File: src/rtl/core/code_only_phrase_search_macros.svh
// Assertion helpers shared by cops_front and cops_back.
`ifndef CODE_ONLY_PHRASE_SEARCH_MACROS_SVH
`define CODE_ONLY_PHRASE_SEARCH_MACROS_SVH

// Same-cycle implication, checked out of reset.
`define COPS_ASSERT_NOW(lbl, ante, cons, msg) \
  lbl: assert property (@(posedge clk) disable iff (!rst_n) (ante) |-> (cons)) else $error(msg);

// Next-cycle implication, checked out of reset.
`define COPS_ASSERT_NEXT(lbl, ante, cons, msg) \
  lbl: assert property (@(posedge clk) disable iff (!rst_n) (ante) |=> (cons)) else $error(msg);

`endif

File: src/rtl/core/cops_pkg.sv
`timescale 1ns / 1ps
package cops_pkg;

  localparam int MAX_PATTERN = 16;
  localparam int MAX_DELIM   = 16;
  localparam int LINE_W      = 32;
  localparam int PLEN_W      = 5;
  localparam int DLEN_W      = $clog2(MAX_DELIM + 1);
  localparam int CNT_W       = $clog2(MAX_PATTERN + 2);
  localparam int CODE_CAP    = MAX_PATTERN + 1;
  localparam int RAW_CMP     = MAX_DELIM + 1;
  localparam int FIFO_DEPTH  = 2;
  localparam int FIFO_AW     = $clog2(FIFO_DEPTH);
  localparam int CFG_W       = 64;
  localparam int CFG_IDX_W   = 2;

  localparam logic [7:0] CH_R     = 8'h52;
  localparam logic [7:0] CH_SLASH = 8'h2F;
  localparam logic [7:0] CH_STAR  = 8'h2A;
  localparam logic [7:0] CH_BSL   = 8'h5C;
  localparam logic [7:0] CH_SQ    = 8'h27;
  localparam logic [7:0] CH_DQ    = 8'h22;
  localparam logic [7:0] CH_LPAR  = 8'h28;
  localparam logic [7:0] CH_RPAR  = 8'h29;
  localparam logic [7:0] CH_UND   = 8'h5F;

  typedef enum logic [1:0] {
    FUNC_CHAR = 2'd0,
    FUNC_EOL  = 2'd1,
    FUNC_SOF  = 2'd2
  } func_code_t;

  typedef enum logic [1:0] {
    KIND_CHAR,
    KIND_EOL,
    KIND_SOF
  } item_kind_t;

  typedef enum logic [2:0] {
    MODE_CODE,
    MODE_LINE,
    MODE_BLOCK,
    MODE_STRING,
    MODE_CHAR,
    MODE_RAW
  } lex_mode_t;

  typedef enum logic [CFG_IDX_W-1:0] {
    CFG_PATTERN_LOW    = 2'd0,
    CFG_PATTERN_HIGH   = 2'd1,
    CFG_PATTERN_LENGTH = 2'd2,
    CFG_WHOLE_WORD     = 2'd3
  } cfg_reg_t;

  typedef struct packed {
    item_kind_t kind;
    logic [7:0] char_byte;
  } item_t;

  typedef struct packed {
    logic [63:0]       pattern_low;
    logic [63:0]       pattern_high;
    logic [PLEN_W-1:0] pattern_length;
    logic              whole_word;
  } cfg_t;

  function automatic logic is_word(input logic [7:0] b);
    return (b >= 8'h30 && b <= 8'h39) || (b >= 8'h41 && b <= 8'h5A) ||
           (b >= 8'h61 && b <= 8'h7A) || b == CH_UND;
  endfunction

endpackage

File: src/rtl/core/cops_front.sv
`timescale 1ns / 1ps
module cops_front (
  input  logic            clk,
  input  logic            rst_n,
  input  logic            in_valid,
  output logic            in_stall,
  input  logic [1:0]      in_func,
  input  logic [7:0]      in_char_byte,
  output cops_pkg::item_t item,
  output logic            item_valid,
  input  logic            item_pop
);
  import cops_pkg::*;

  `include "code_only_phrase_search_macros.svh"

  item_t              mem_r [FIFO_DEPTH];
  logic [FIFO_AW-1:0] wp_r, wp_nxt, rp_r, rp_nxt;
  logic [FIFO_AW:0]   cnt_r, cnt_nxt;
  logic               accept, keep, push;
  item_t              cls;

  // Unused func code is taken and dropped here.
  always_comb begin
    keep     = 1'b1;
    cls.kind = KIND_CHAR;
    cls.char_byte = in_char_byte;
    unique case (in_func)
      FUNC_CHAR: cls.kind = KIND_CHAR;
      FUNC_EOL:  cls.kind = KIND_EOL;
      FUNC_SOF:  cls.kind = KIND_SOF;
      default:   keep = 1'b0;
    endcase
  end

  assign in_stall   = (cnt_r == (FIFO_AW+1)'(FIFO_DEPTH));
  assign accept     = in_valid && !in_stall;
  assign push       = accept && keep;
  assign item_valid = (cnt_r != '0);
  assign item       = mem_r[rp_r];

  always_comb begin
    wp_nxt  = push ? FIFO_AW'(wp_r + 1'b1) : wp_r;
    rp_nxt  = item_pop ? FIFO_AW'(rp_r + 1'b1) : rp_r;
    cnt_nxt = cnt_r;
    if (push && !item_pop) begin
      cnt_nxt = cnt_r + 1'b1;
    end else if (!push && item_pop) begin
      cnt_nxt = cnt_r - 1'b1;
    end
  end

  always_ff @(posedge clk) begin
    if (!rst_n) begin
      wp_r  <= '0;
      rp_r  <= '0;
      cnt_r <= '0;
    end else begin
      wp_r  <= wp_nxt;
      rp_r  <= rp_nxt;
      cnt_r <= cnt_nxt;
    end
  end

  always_ff @(posedge clk) begin
    if (push) begin
      mem_r[wp_r] <= cls;
    end
  end

  `COPS_ASSERT_NOW(a_no_pop_empty, item_pop, cnt_r != '0, "pop from empty queue")
  `COPS_ASSERT_NOW(a_cnt_bound, 1'b1, cnt_r <= (FIFO_AW+1)'(FIFO_DEPTH), "queue count overrun")
  `COPS_ASSERT_NEXT(a_push_fills, push && !item_pop, item_valid, "pushed word not visible")

endmodule

File: src/rtl/core/cops_back.sv
`timescale 1ns / 1ps
module cops_back (
  input  logic                          clk,
  input  logic                          rst_n,
  input  cops_pkg::item_t               item,
  input  logic                          item_valid,
  output logic                          item_pop,
  input  cops_pkg::cfg_t                cfg,
  output logic                          out_valid,
  input  logic                          out_stall,
  output logic [cops_pkg::LINE_W-1:0]   out_line_number,
  output logic                          out_line_matched
);
  import cops_pkg::*;

  `include "code_only_phrase_search_macros.svh"

  lex_mode_t         mode_r, mode_nxt, j_mode;
  logic              esc_r, esc_nxt, j_esc;
  logic [7:0]        held_r, held_nxt;
  logic              held_v_r, held_v_nxt;
  logic              coll_r, coll_nxt;
  logic [DLEN_W-1:0] dlen_r, dlen_nxt;
  logic              ovf_r, ovf_nxt;
  logic [7:0]        exp_r [RAW_CMP];
  logic [7:0]        exp_nxt [RAW_CMP];
  logic [7:0]        rawwin_r [RAW_CMP];
  logic [7:0]        rawwin_nxt [RAW_CMP];
  logic [7:0]        codewin_r [MAX_PATTERN];
  logic [7:0]        codewin_nxt [MAX_PATTERN];
  logic [CNT_W-1:0]  ccount_r, ccount_nxt, count_n;
  logic              cand_r, cand_nxt, seen_r, seen_nxt;
  logic [LINE_W-1:0] line_r, line_nxt;
  logic              out_valid_r, out_valid_nxt;
  logic [LINE_W-1:0] out_num_r, out_num_nxt;
  logic              out_hit_r, out_hit_nxt;

  logic              fire, is_chr, is_eol, is_sof, j_act;
  logic [7:0]        c, n, b;
  logic              rq, sl2, sb, dq, sq;
  logic              consumed, push_code, push_raw, raw_start;
  logic              raw_hit, raw_ok;
  logic [PLEN_W-1:0] eff_len;
  logic [127:0]      pat;
  logic [7:0]        q [MAX_PATTERN];
  logic [7:0]        winn [MAX_PATTERN];
  logic [PLEN_W-1:0] kidx;
  logic [PLEN_W-1:0] nidx;
  logic              cmp_ok, hit, ww_ok;
  logic [7:0]        nbr;

  assign fire     = item_valid && (!out_valid_r || !out_stall);
  assign item_pop = fire;
  assign is_chr   = fire && item.kind == KIND_CHAR;
  assign is_eol   = fire && item.kind == KIND_EOL;
  assign is_sof   = fire && item.kind == KIND_SOF;
  assign b        = item.char_byte;
  assign j_act    = held_v_r && ((is_chr && !coll_r) || is_eol);
  assign c        = held_r;
  assign n        = is_chr ? b : 8'h00;

  assign rq  = c == CH_R && n == CH_DQ;
  assign sl2 = c == CH_SLASH && n == CH_SLASH;
  assign sb  = c == CH_SLASH && n == CH_STAR;
  assign dq  = c == CH_DQ;
  assign sq  = c == CH_SQ;

  // Raw close: window holds ')' + delimiter just before this quote.
  always_comb begin
    raw_ok = 1'b1;
    for (int m = 0; m < RAW_CMP; m++) begin
      if (m <= int'(dlen_r) && rawwin_r[m] != exp_r[m]) begin
        raw_ok = 1'b0;
      end
    end
    raw_hit = dq && !ovf_r && raw_ok;
  end

  // Phrase compare, right-aligned on the newest code byte.
  always_comb begin
    pat     = {cfg.pattern_high, cfg.pattern_low};
    eff_len = (cfg.pattern_length > PLEN_W'(MAX_PATTERN)) ?
              PLEN_W'(MAX_PATTERN) : cfg.pattern_length;
    count_n = (ccount_r < CNT_W'(CODE_CAP)) ? CNT_W'(ccount_r + 1'b1) : ccount_r;
    cmp_ok  = 1'b1;
    for (int i = 0; i < MAX_PATTERN; i++) begin
      kidx    = PLEN_W'(eff_len - PLEN_W'(1) - PLEN_W'(i));
      q[i]    = pat[{kidx[3:0], 3'b000} +: 8];
      winn[i] = (i == 0) ? c : codewin_r[(i == 0) ? 0 : i - 1];
      if (PLEN_W'(i) < eff_len && winn[i] != q[i]) begin
        cmp_ok = 1'b0;
      end
    end
    hit   = eff_len != '0 && CNT_W'(eff_len) <= count_n && cmp_ok;
    nidx  = PLEN_W'(eff_len - PLEN_W'(1));
    nbr   = codewin_r[nidx[3:0]];
    ww_ok = count_n == CNT_W'(eff_len) || !is_word(nbr);
  end

  // Lexer next state
  always_comb begin
    j_mode = mode_r;
    if (j_act) begin
      unique case (mode_r) inside
        MODE_CODE: begin
          if (rq) j_mode = MODE_RAW;
          else if (sl2) j_mode = MODE_LINE;
          else if (sb) j_mode = MODE_BLOCK;
          else if (dq) j_mode = MODE_STRING;
          else if (sq) j_mode = MODE_CHAR;
        end
        MODE_BLOCK: begin
          if (c == CH_STAR && n == CH_SLASH) j_mode = MODE_CODE;
        end
        MODE_STRING, MODE_CHAR: begin
          if (!esc_r && c == ((mode_r == MODE_STRING) ? CH_DQ : CH_SQ)) begin
            j_mode = MODE_CODE;
          end
        end
        MODE_RAW: begin
          if (raw_hit) j_mode = MODE_CODE;
        end
        default: ;
      endcase
    end
    mode_nxt = j_mode;
    if (is_sof) begin
      mode_nxt = MODE_CODE;
    end else if (is_eol && j_mode == MODE_LINE) begin
      mode_nxt = MODE_CODE;
    end
  end

  // Lexer outputs
  always_comb begin
    consumed  = 1'b0;
    push_code = 1'b0;
    push_raw  = 1'b0;
    raw_start = 1'b0;
    j_esc     = esc_r;
    if (j_act) begin
      unique case (mode_r) inside
        MODE_CODE: begin
          consumed  = rq || sl2 || sb;
          raw_start = rq;
          if (!(rq || sl2 || sb)) begin
            if (dq || sq) j_esc = 1'b0;
            else push_code = 1'b1;
          end
        end
        MODE_BLOCK: consumed = c == CH_STAR && n == CH_SLASH;
        MODE_STRING, MODE_CHAR: begin
          if (esc_r) j_esc = 1'b0;
          else if (c == CH_BSL) j_esc = 1'b1;
        end
        MODE_RAW: push_raw = 1'b1;
        default: ;
      endcase
    end
  end

  // Datapath
  always_comb begin
    esc_nxt     = esc_r;
    held_nxt    = held_r;
    held_v_nxt  = held_v_r;
    coll_nxt    = coll_r;
    dlen_nxt    = dlen_r;
    ovf_nxt     = ovf_r;
    exp_nxt     = exp_r;
    rawwin_nxt  = rawwin_r;
    codewin_nxt = codewin_r;
    ccount_nxt  = ccount_r;
    cand_nxt    = cand_r;
    seen_nxt    = seen_r;
    line_nxt    = line_r;
    out_num_nxt = out_num_r;
    out_hit_nxt = out_hit_r;
    out_valid_nxt = out_valid_r && out_stall;

    if (push_code) begin
      for (int i = MAX_PATTERN - 1; i > 0; i--) codewin_nxt[i] = codewin_r[i-1];
      codewin_nxt[0] = c;
      ccount_nxt = count_n;
      seen_nxt   = seen_r || (cand_r && !is_word(c));
      cand_nxt   = 1'b0;
      if (hit) begin
        if (!cfg.whole_word) seen_nxt = 1'b1;
        else if (ww_ok) cand_nxt = 1'b1;
      end
    end
    if (push_raw) begin
      for (int m = RAW_CMP - 1; m > 0; m--) rawwin_nxt[m] = rawwin_r[m-1];
      rawwin_nxt[0] = c;
    end
    if (raw_start) begin
      dlen_nxt = '0;
      coll_nxt = 1'b1;
      for (int m = 0; m < RAW_CMP; m++) rawwin_nxt[m] = 8'h00;
      exp_nxt[0] = CH_RPAR;
    end
    if (j_act) esc_nxt = j_esc;

    if (is_chr) begin
      if (coll_r) begin
        if (b == CH_LPAR) begin
          coll_nxt = 1'b0;
        end else if (dlen_r < DLEN_W'(MAX_DELIM)) begin
          for (int m = RAW_CMP - 1; m > 0; m--) exp_nxt[m] = exp_r[m-1];
          exp_nxt[0] = b;
          dlen_nxt   = DLEN_W'(dlen_r + 1'b1);
        end else begin
          ovf_nxt = 1'b1;
        end
      end else if (j_act && consumed) begin
        held_v_nxt = 1'b0;
      end else begin
        held_nxt   = b;
        held_v_nxt = 1'b1;
      end
    end

    if (is_eol) begin
      held_v_nxt    = 1'b0;
      line_nxt      = line_r + LINE_W'(line_r != '1);
      out_num_nxt   = line_nxt;
      out_hit_nxt   = seen_nxt || cand_nxt;
      out_valid_nxt = 1'b1;
    end

    if (is_sof) begin
      held_v_nxt = 1'b0;
      held_nxt   = 8'h00;
      ovf_nxt    = 1'b0;
      dlen_nxt   = '0;
      line_nxt   = '0;
    end

    if (is_eol || is_sof) begin
      for (int i = 0; i < MAX_PATTERN; i++) codewin_nxt[i] = 8'h00;
      for (int m = 0; m < RAW_CMP; m++) rawwin_nxt[m] = 8'h00;
      ccount_nxt = '0;
      cand_nxt   = 1'b0;
      seen_nxt   = 1'b0;
      esc_nxt    = 1'b0;
      coll_nxt   = 1'b0;
    end
  end

  always_ff @(posedge clk) begin
    if (!rst_n) begin
      mode_r      <= MODE_CODE;
      esc_r       <= 1'b0;
      held_r      <= 8'h00;
      held_v_r    <= 1'b0;
      coll_r      <= 1'b0;
      dlen_r      <= '0;
      ovf_r       <= 1'b0;
      ccount_r    <= '0;
      cand_r      <= 1'b0;
      seen_r      <= 1'b0;
      line_r      <= '0;
      out_valid_r <= 1'b0;
      for (int m = 0; m < RAW_CMP; m++) rawwin_r[m] <= 8'h00;
      for (int i = 0; i < MAX_PATTERN; i++) codewin_r[i] <= 8'h00;
    end else begin
      mode_r      <= mode_nxt;
      esc_r       <= esc_nxt;
      held_r      <= held_nxt;
      held_v_r    <= held_v_nxt;
      coll_r      <= coll_nxt;
      dlen_r      <= dlen_nxt;
      ovf_r       <= ovf_nxt;
      ccount_r    <= ccount_nxt;
      cand_r      <= cand_nxt;
      seen_r      <= seen_nxt;
      line_r      <= line_nxt;
      out_valid_r <= out_valid_nxt;
      rawwin_r    <= rawwin_nxt;
      codewin_r   <= codewin_nxt;
    end
  end

  always_ff @(posedge clk) begin
    exp_r     <= exp_nxt;
    out_num_r <= out_num_nxt;
    out_hit_r <= out_hit_nxt;
  end

  assign out_valid        = out_valid_r;
  assign out_line_number  = out_num_r;
  assign out_line_matched = out_hit_r;

  `COPS_ASSERT_NEXT(a_eol_result, is_eol, out_valid_r, "line end gave no word")
  `COPS_ASSERT_NEXT(a_sof_clean, is_sof, mode_r == MODE_CODE && !held_v_r && line_r == '0, "file start left state")
  `COPS_ASSERT_NOW(a_dlen_bound, 1'b1, dlen_r <= DLEN_W'(MAX_DELIM), "delimiter length overrun")
  `COPS_ASSERT_NOW(a_no_fire_blocked, out_valid_r && out_stall, !item_pop, "item taken while result blocked")

endmodule

File: src/rtl/core/code_only_phrase_search.sv
`timescale 1ns / 1ps
// Channel   Ports                                   Direction
// in        in_valid/in_stall, in_func, in_char_byte  into block
// out       out_valid/out_stall, out_line_number,     out of block
//           out_line_matched
// cfg       cfg_we, cfg_index, cfg_wdata               into block
//
// One item per cycle sustained while out_stall is low; a line end's word is first written to the queue,
// then the lexer/matcher stage takes it and loads its result into the output register.
// A two-word queue decouples intake from the lexer; in_stall rises only when it is full.
// out_stall holds the output register and the lexer; intake keeps going until the queue fills.
// Reset is synchronous; no clearing pass, the block takes words right after reset.
module code_only_phrase_search (
  input  logic                                clk,
  input  logic                                rst_n,
  input  logic                                in_valid,
  output logic                                in_stall,
  input  logic [1:0]                          in_func,
  input  logic [7:0]                          in_char_byte,
  output logic                                out_valid,
  input  logic                                out_stall,
  output logic [cops_pkg::LINE_W-1:0]         out_line_number,
  output logic                                out_line_matched,
  input  logic                                cfg_we,
  input  logic [cops_pkg::CFG_IDX_W-1:0]      cfg_index,
  input  logic [cops_pkg::CFG_W-1:0]          cfg_wdata
);
  import cops_pkg::*;

  cfg_t  cfg_r, cfg_nxt;
  item_t item;
  logic  item_valid, item_pop;

  always_comb begin
    cfg_nxt = cfg_r;
    if (cfg_we) begin
      unique case (cfg_index)
        CFG_PATTERN_LOW:    cfg_nxt.pattern_low    = cfg_wdata;
        CFG_PATTERN_HIGH:   cfg_nxt.pattern_high   = cfg_wdata;
        CFG_PATTERN_LENGTH: cfg_nxt.pattern_length = cfg_wdata[PLEN_W-1:0];
        CFG_WHOLE_WORD:     cfg_nxt.whole_word     = cfg_wdata[0];
        default: ;
      endcase
    end
  end

  always_ff @(posedge clk) begin
    if (!rst_n) begin
      cfg_r.pattern_low    <= '0;
      cfg_r.pattern_high   <= '0;
      cfg_r.pattern_length <= PLEN_W'(1);
      cfg_r.whole_word     <= 1'b0;
    end else begin
      cfg_r <= cfg_nxt;
    end
  end

  cops_front u_front (
    .clk          (clk),
    .rst_n        (rst_n),
    .in_valid     (in_valid),
    .in_stall     (in_stall),
    .in_func      (in_func),
    .in_char_byte (in_char_byte),
    .item         (item),
    .item_valid   (item_valid),
    .item_pop     (item_pop)
  );

  cops_back u_back (
    .clk              (clk),
    .rst_n            (rst_n),
    .item             (item),
    .item_valid       (item_valid),
    .item_pop         (item_pop),
    .cfg              (cfg_r),
    .out_valid        (out_valid),
    .out_stall        (out_stall),
    .out_line_number  (out_line_number),
    .out_line_matched (out_line_matched)
  );

endmodule

File: config.mk
export PLATFORM = sky130hd
export DESIGN_NAME = code_only_phrase_search
export DESIGN_NICKNAME = d
export VERILOG_FILES = /design/src/rtl/core/cops_pkg.sv /design/src/rtl/core/cops_front.sv /design/src/rtl/core/cops_back.sv /design/src/rtl/core/code_only_phrase_search.sv
export VERILOG_INCLUDE_DIRS = /design/src /design/src/rtl/core
export SDC_FILE = /design/constraint.sdc
export NUM_CORES = 2
export LEC_CHECK = 0
export ABC_CLOCK_PERIOD_IN_PS = 11400
export BUFFER_PORTS_ARGS = -buffer_cell sky130_fd_sc_hd__buf_2
export CORE_ASPECT_RATIO = 1.4
export CORE_UTILIZATION = 60
export DETAILED_ROUTE_END_ITERATION = 8
export GPL_ROUTABILITY_DRIVEN = 0
export PLACE_DENSITY = 0.77
export SKIP_CTS_REPAIR_TIMING = 1
export SYNTH_ARGS = -nofsm -noshare
export SYNTH_HDL_FRONTEND = slang
export SYNTH_HIERARCHICAL = 1
export SYNTH_SLANG_ARGS = --single-unit
export TNS_END_PERCENT = 10
File: constraint.sdc
create_clock -name clk -period 11.4 [get_ports clk]
set_input_delay 2.85 -clock clk [delete_from_list [all_inputs] [get_ports clk]]
set_output_delay 2.85 -clock clk [all_outputs]
set_load 0.01 [all_outputs]
==> impl_metrics.env <==
export IMPL_status="finished with violations"
export IMPL_violations="design-rule violations"
export IMPL_yosysUniqueCellTypes=89
export IMPL_place_area_mm2=0.03703
export IMPL_p_total_mw=5.718
export IMPL_min_path_type="flop to flop"
export IMPL_synth_edf_count=181
export IMPL_finalSetupViolations=0
export IMPL_fp_dieW_um=210.0
export IMPL_route_detailed_drc=4
export IMPL_fin_crit_sh_pct=60.37
export IMPL_synthesis_area_mm2=0.03633
export IMPL_critical_path_max_stage_delay_ns=0.76
export IMPL_grtUsageMet3_pct=9.812
export IMPL_r2r_worst_path_cells=19
export IMPL_synth_async_reset_ratio_pct=0
export IMPL_cts_root_buffer="clkbuf_16"
export IMPL_via_per_inst=6.615
export IMPL_cts_tree="built"
export IMPL_grt_total_usage_pct=36.98
export IMPL_synth_area_leaders="dfxtp_1 26%, edfxtp_1 15%, mux2i_1 10%, nand2_1 9.4%, mux4_2 8.0%"
export IMPL_synth_top_cell_area_share_pct=25.95
export IMPL_wirelength_um=115400
export IMPL_area_growth_pct=7.600
export IMPL_synth_seq_cells=652
export IMPL_grt_use_met2_pct=58.95
export IMPL_peakVddDrop_uv=130.4
export IMPL_grt_max_degree=91
export IMPL_synth_warnings=6
export IMPL_rows=106
export IMPL_setup_tns_ns=0
export IMPL_portBuffers=115
export IMPL_ioPinCount=116
export IMPL_drt_iter0_markers=4172
export IMPL_worstSetupEndpointType="flop"
export IMPL_detail_route_antenna_nets=0
export IMPL_min_period_ns=6.882
export IMPL_drv_slew=0
export IMPL_place_ws_ns=4.669
export IMPL_dieHeight_um=293.2
export IMPL_cts_buffers=61
export IMPL_r2r_start="cfg_r[1]"
export IMPL_hold_slack_ns=0.4564
export IMPL_start_util_pct=60.74
export IMPL_r2r_end="u_back/out_line_matched"
export IMPL_cp_arrival_ns=7.40
export IMPL_cp_max_fo=50
export IMPL_p_leak_nw=14.54
export IMPL_wl_per_cell_um=24.81
export IMPL_cts_sinks=652
export IMPL_clockBufferDepth=3
export IMPL_synth_avg_cell_area_um2=9.476
export IMPL_rsz0062_at_grt="no"
export IMPL_top_usage_layer="met2"
export IMPL_power_density_mw_per_mm2=146.3
export IMPL_worst_slack_ns=4.518
export IMPL_finish_utilization_pct=65.36
export IMPL_fin_worst_skew_ns=0.04340
export IMPL_dieArea_mm2=0.06156
export IMPL_clkTransAtPathRegs_ns=0.07
export IMPL_nets=3885
export IMPL_grt_pass1_vias=28650
export IMPL_criticalPathCategory="flop to flop"
export IMPL_yosysTopAreaCell="dfxtp_1"
export IMPL_hold_violations=0
export IMPL_antenna_found_initial=6
export IMPL_ys_seq_area_share_pct=40.91
export IMPL_route_vias_total=30770
export IMPL_n_fill_cell=4866
export IMPL_synth_ff_type="dfxtp_1"
export IMPL_grt_pass1_wl_um=171800
export IMPL_drive_above_1_share_pct=12.22
export IMPL_max_freq_mhz=145.3
export IMPL_htreeDepth=2
export IMPL_dp_cells=4532
export IMPL_post_dp_hpwl_um=80960
export IMPL_synthesis_nets=3934
export IMPL_tightest_slew_ns=1.258
export IMPL_synthCells=3834
export IMPL_crit_required_ns=11.92
export IMPL_grtUsageMet1_pct=40.53
export IMPL_worst_hold_path_endpoint="u_back/exp_r[83]"
export IMPL_firstDrtPassIters=9
export IMPL_cap_violations=0
export IMPL_crit_top_cell="buf_4"
export IMPL_critPathLaunchType="flop"
export IMPL_design_area_mm2=0.03909
export IMPL_grt_overflow=0
export IMPL_final_cells=4652
export IMPL_hp_start="u_back/exp_r[91]"
export IMPL_core_mm2=0.05981
export IMPL_critPathSlowestCell="dfxtp_4"
export IMPL_clock_latency_ns=0.67
export IMPL_crit_chain="and2b_4, inv_4, ha_1, xnor2_2, buf_4, inv_2, buf_4, ha_1, a21oi_1, xnor2_2, buf_4, mux2_2, or2_0, a221o_1, nor4b_1, a41oi_1, o21ai_0, nand4_1, o21ai_1"
export IMPL_whs_path_depth=0
export IMPL_reg2reg_slack_ns=4.52
export IMPL_relSlewSlack_pct=15.75
[placed cells by master, fill, tap and decap left out, types with 11 or more instances in the layout]
cell type,count
mux2i_1,363
and3_1,18
ha_1,19
o22ai_1,22
xnor2_1,127
a21oi_1,337
nor4_1,38
o21ai_0,79
mux4_2,129
clkbuf_8,12
nand3_1,52
nor2_1,94
nor3b_1,11
nand2b_1,20
a21o_1,13
o31ai_1,11
edfxtp_1,181
buf_2,114
a2bb2oi_1,11
or3_1,15
a221o_1,18
o211ai_1,28
a211oi_1,14
clkbuf_1,13
nand2_1,907
nor3_1,39
buf_4,44
a2111oi_0,12
nor2b_1,19
nand4_1,48
inv_1,25
xor2_1,150
a31oi_1,17
mux2_2,32
dfxtp_1,470
clkbuf_16,63
a22oi_1,35
a22o_1,44
[state kept, by name, indices dropped and copies added (netlist names), named ones only]
name	cells
u_back/rawwin_r	136
u_back/c	8
u_back/dlen_r	5
u_back/out_line_matched	1
u_back/line_r	32
u_front/wp_r	1
cfg_r	134
u_back/ovf_r	1
u_back/exp_r	136
u_back/coll_r	1
u_back/held_v_r	1
u_front/mem_r	20
u_back/seen_r	1
u_back/esc_r	1
u_back/codewin_r	128
u_back/out_valid	1
u_front/rp_r	1
u_back/out_line_number	32
u_back/cand_r	1
u_back/mode_r	3
u_back/ccount_r	5
u_front/cnt_r	2
[Yosys cell counts, types with 18 or more instances]
master,number
mux2i_1,363
nand2_1,910
nand2b_1,20
ha_1,19
clkbuf_1,174
a221o_1,18
mux2_2,32
buf_2,50
buf_1,18
inv_1,27
nor3_1,40
a22o_1,44
o211ai_1,28
edfxtp_1,181
nor2b_1,19
xnor2_1,129
nand3_1,52
mux4_2,129
o21ai_0,79
nor4_1,38
dfxtp_1,471
xor2_1,150
a22oi_1,35
nor2_1,95
nand4_1,48
a21oi_1,337
and3_1,18
o22ai_1,22
[layout make-up]
class | count | area, µm² | area share [%]
multi-input combinational | 2879 | 20120 | 51.46
tap | 810 | 1013 | 2.592
clock buffer | 90 | 1805 | 4.618
sequential | 652 | 14870 | 38.03
inverter | 32 | 127.6 | 0.3265
timing repair buffer | 159 | 912.1 | 2.333
antenna | 5 | 12.51 | 0.03201
clock inverter | 25 | 236.5 | 0.6049
[layer usage]
layer  routed length [µm]  part of all wire (%)
met1                38570                    33
met2                53130                    46
met3                11230                   9.7
met4                12460                    11
met5                   37                 0.032
[how the worst max path moves through the flow]
stage / slack, ns / startpoint / endpoint / cells after the start
3_5_place_dp: 4.67 / cfg_r[1] / u_back/out_line_matched / 19
4_1_cts: 4.68 / cfg_r[1] / u_back/out_line_matched / 19
5_1_grt: 3.90 / cfg_r[1] / u_back/out_line_matched / 17
3_3_place_gp: 4.80 / cfg_r[1] / u_back/out_line_matched / 19
6_report: 4.52 / cfg_r[1] / u_back/out_line_matched / 19
2_1_floorplan: 3.28 / out_stall / u_back/exp_r[0] / 6
[critical path: cells and delay by family (launching register included)]
kind                       cells  cell delay, ns
buffers and inverters          5            1.48
and+or+nand+nor                4            1.41
AOI/OAI and AO/OA              5            1.22
adders and majority gates      2            1.06
DFF                            1            0.76
muxes                          1            0.40
xor gates and xnor gates       2            0.35
[logic make-up (layout without fill, tap and decap cells)]
group                    count (synthesis)  in the layout  synth area share [%]
AO/OA/AOI/OAI                          729            729                 12.76
XOR/XNOR                               281            281                 6.815
adder cells (fa/ha/maj)                 20             20                0.6819
buffers and inverters                  303            306                 3.929
flip-flops                             652            652                 40.91
multiplexers                           524            524                 18.99
other                                    0              5                     0
AND/OR/NAND/NOR                       1325           1325                 15.92
[power breakdown]
part	switching [mW]	total, mW	internal, mW
clock network	0.916	2.05	1.13
registers	0.0715	2.51	2.43
logic	0.765	1.17	0.401
(Power assumes the default switching activity.)
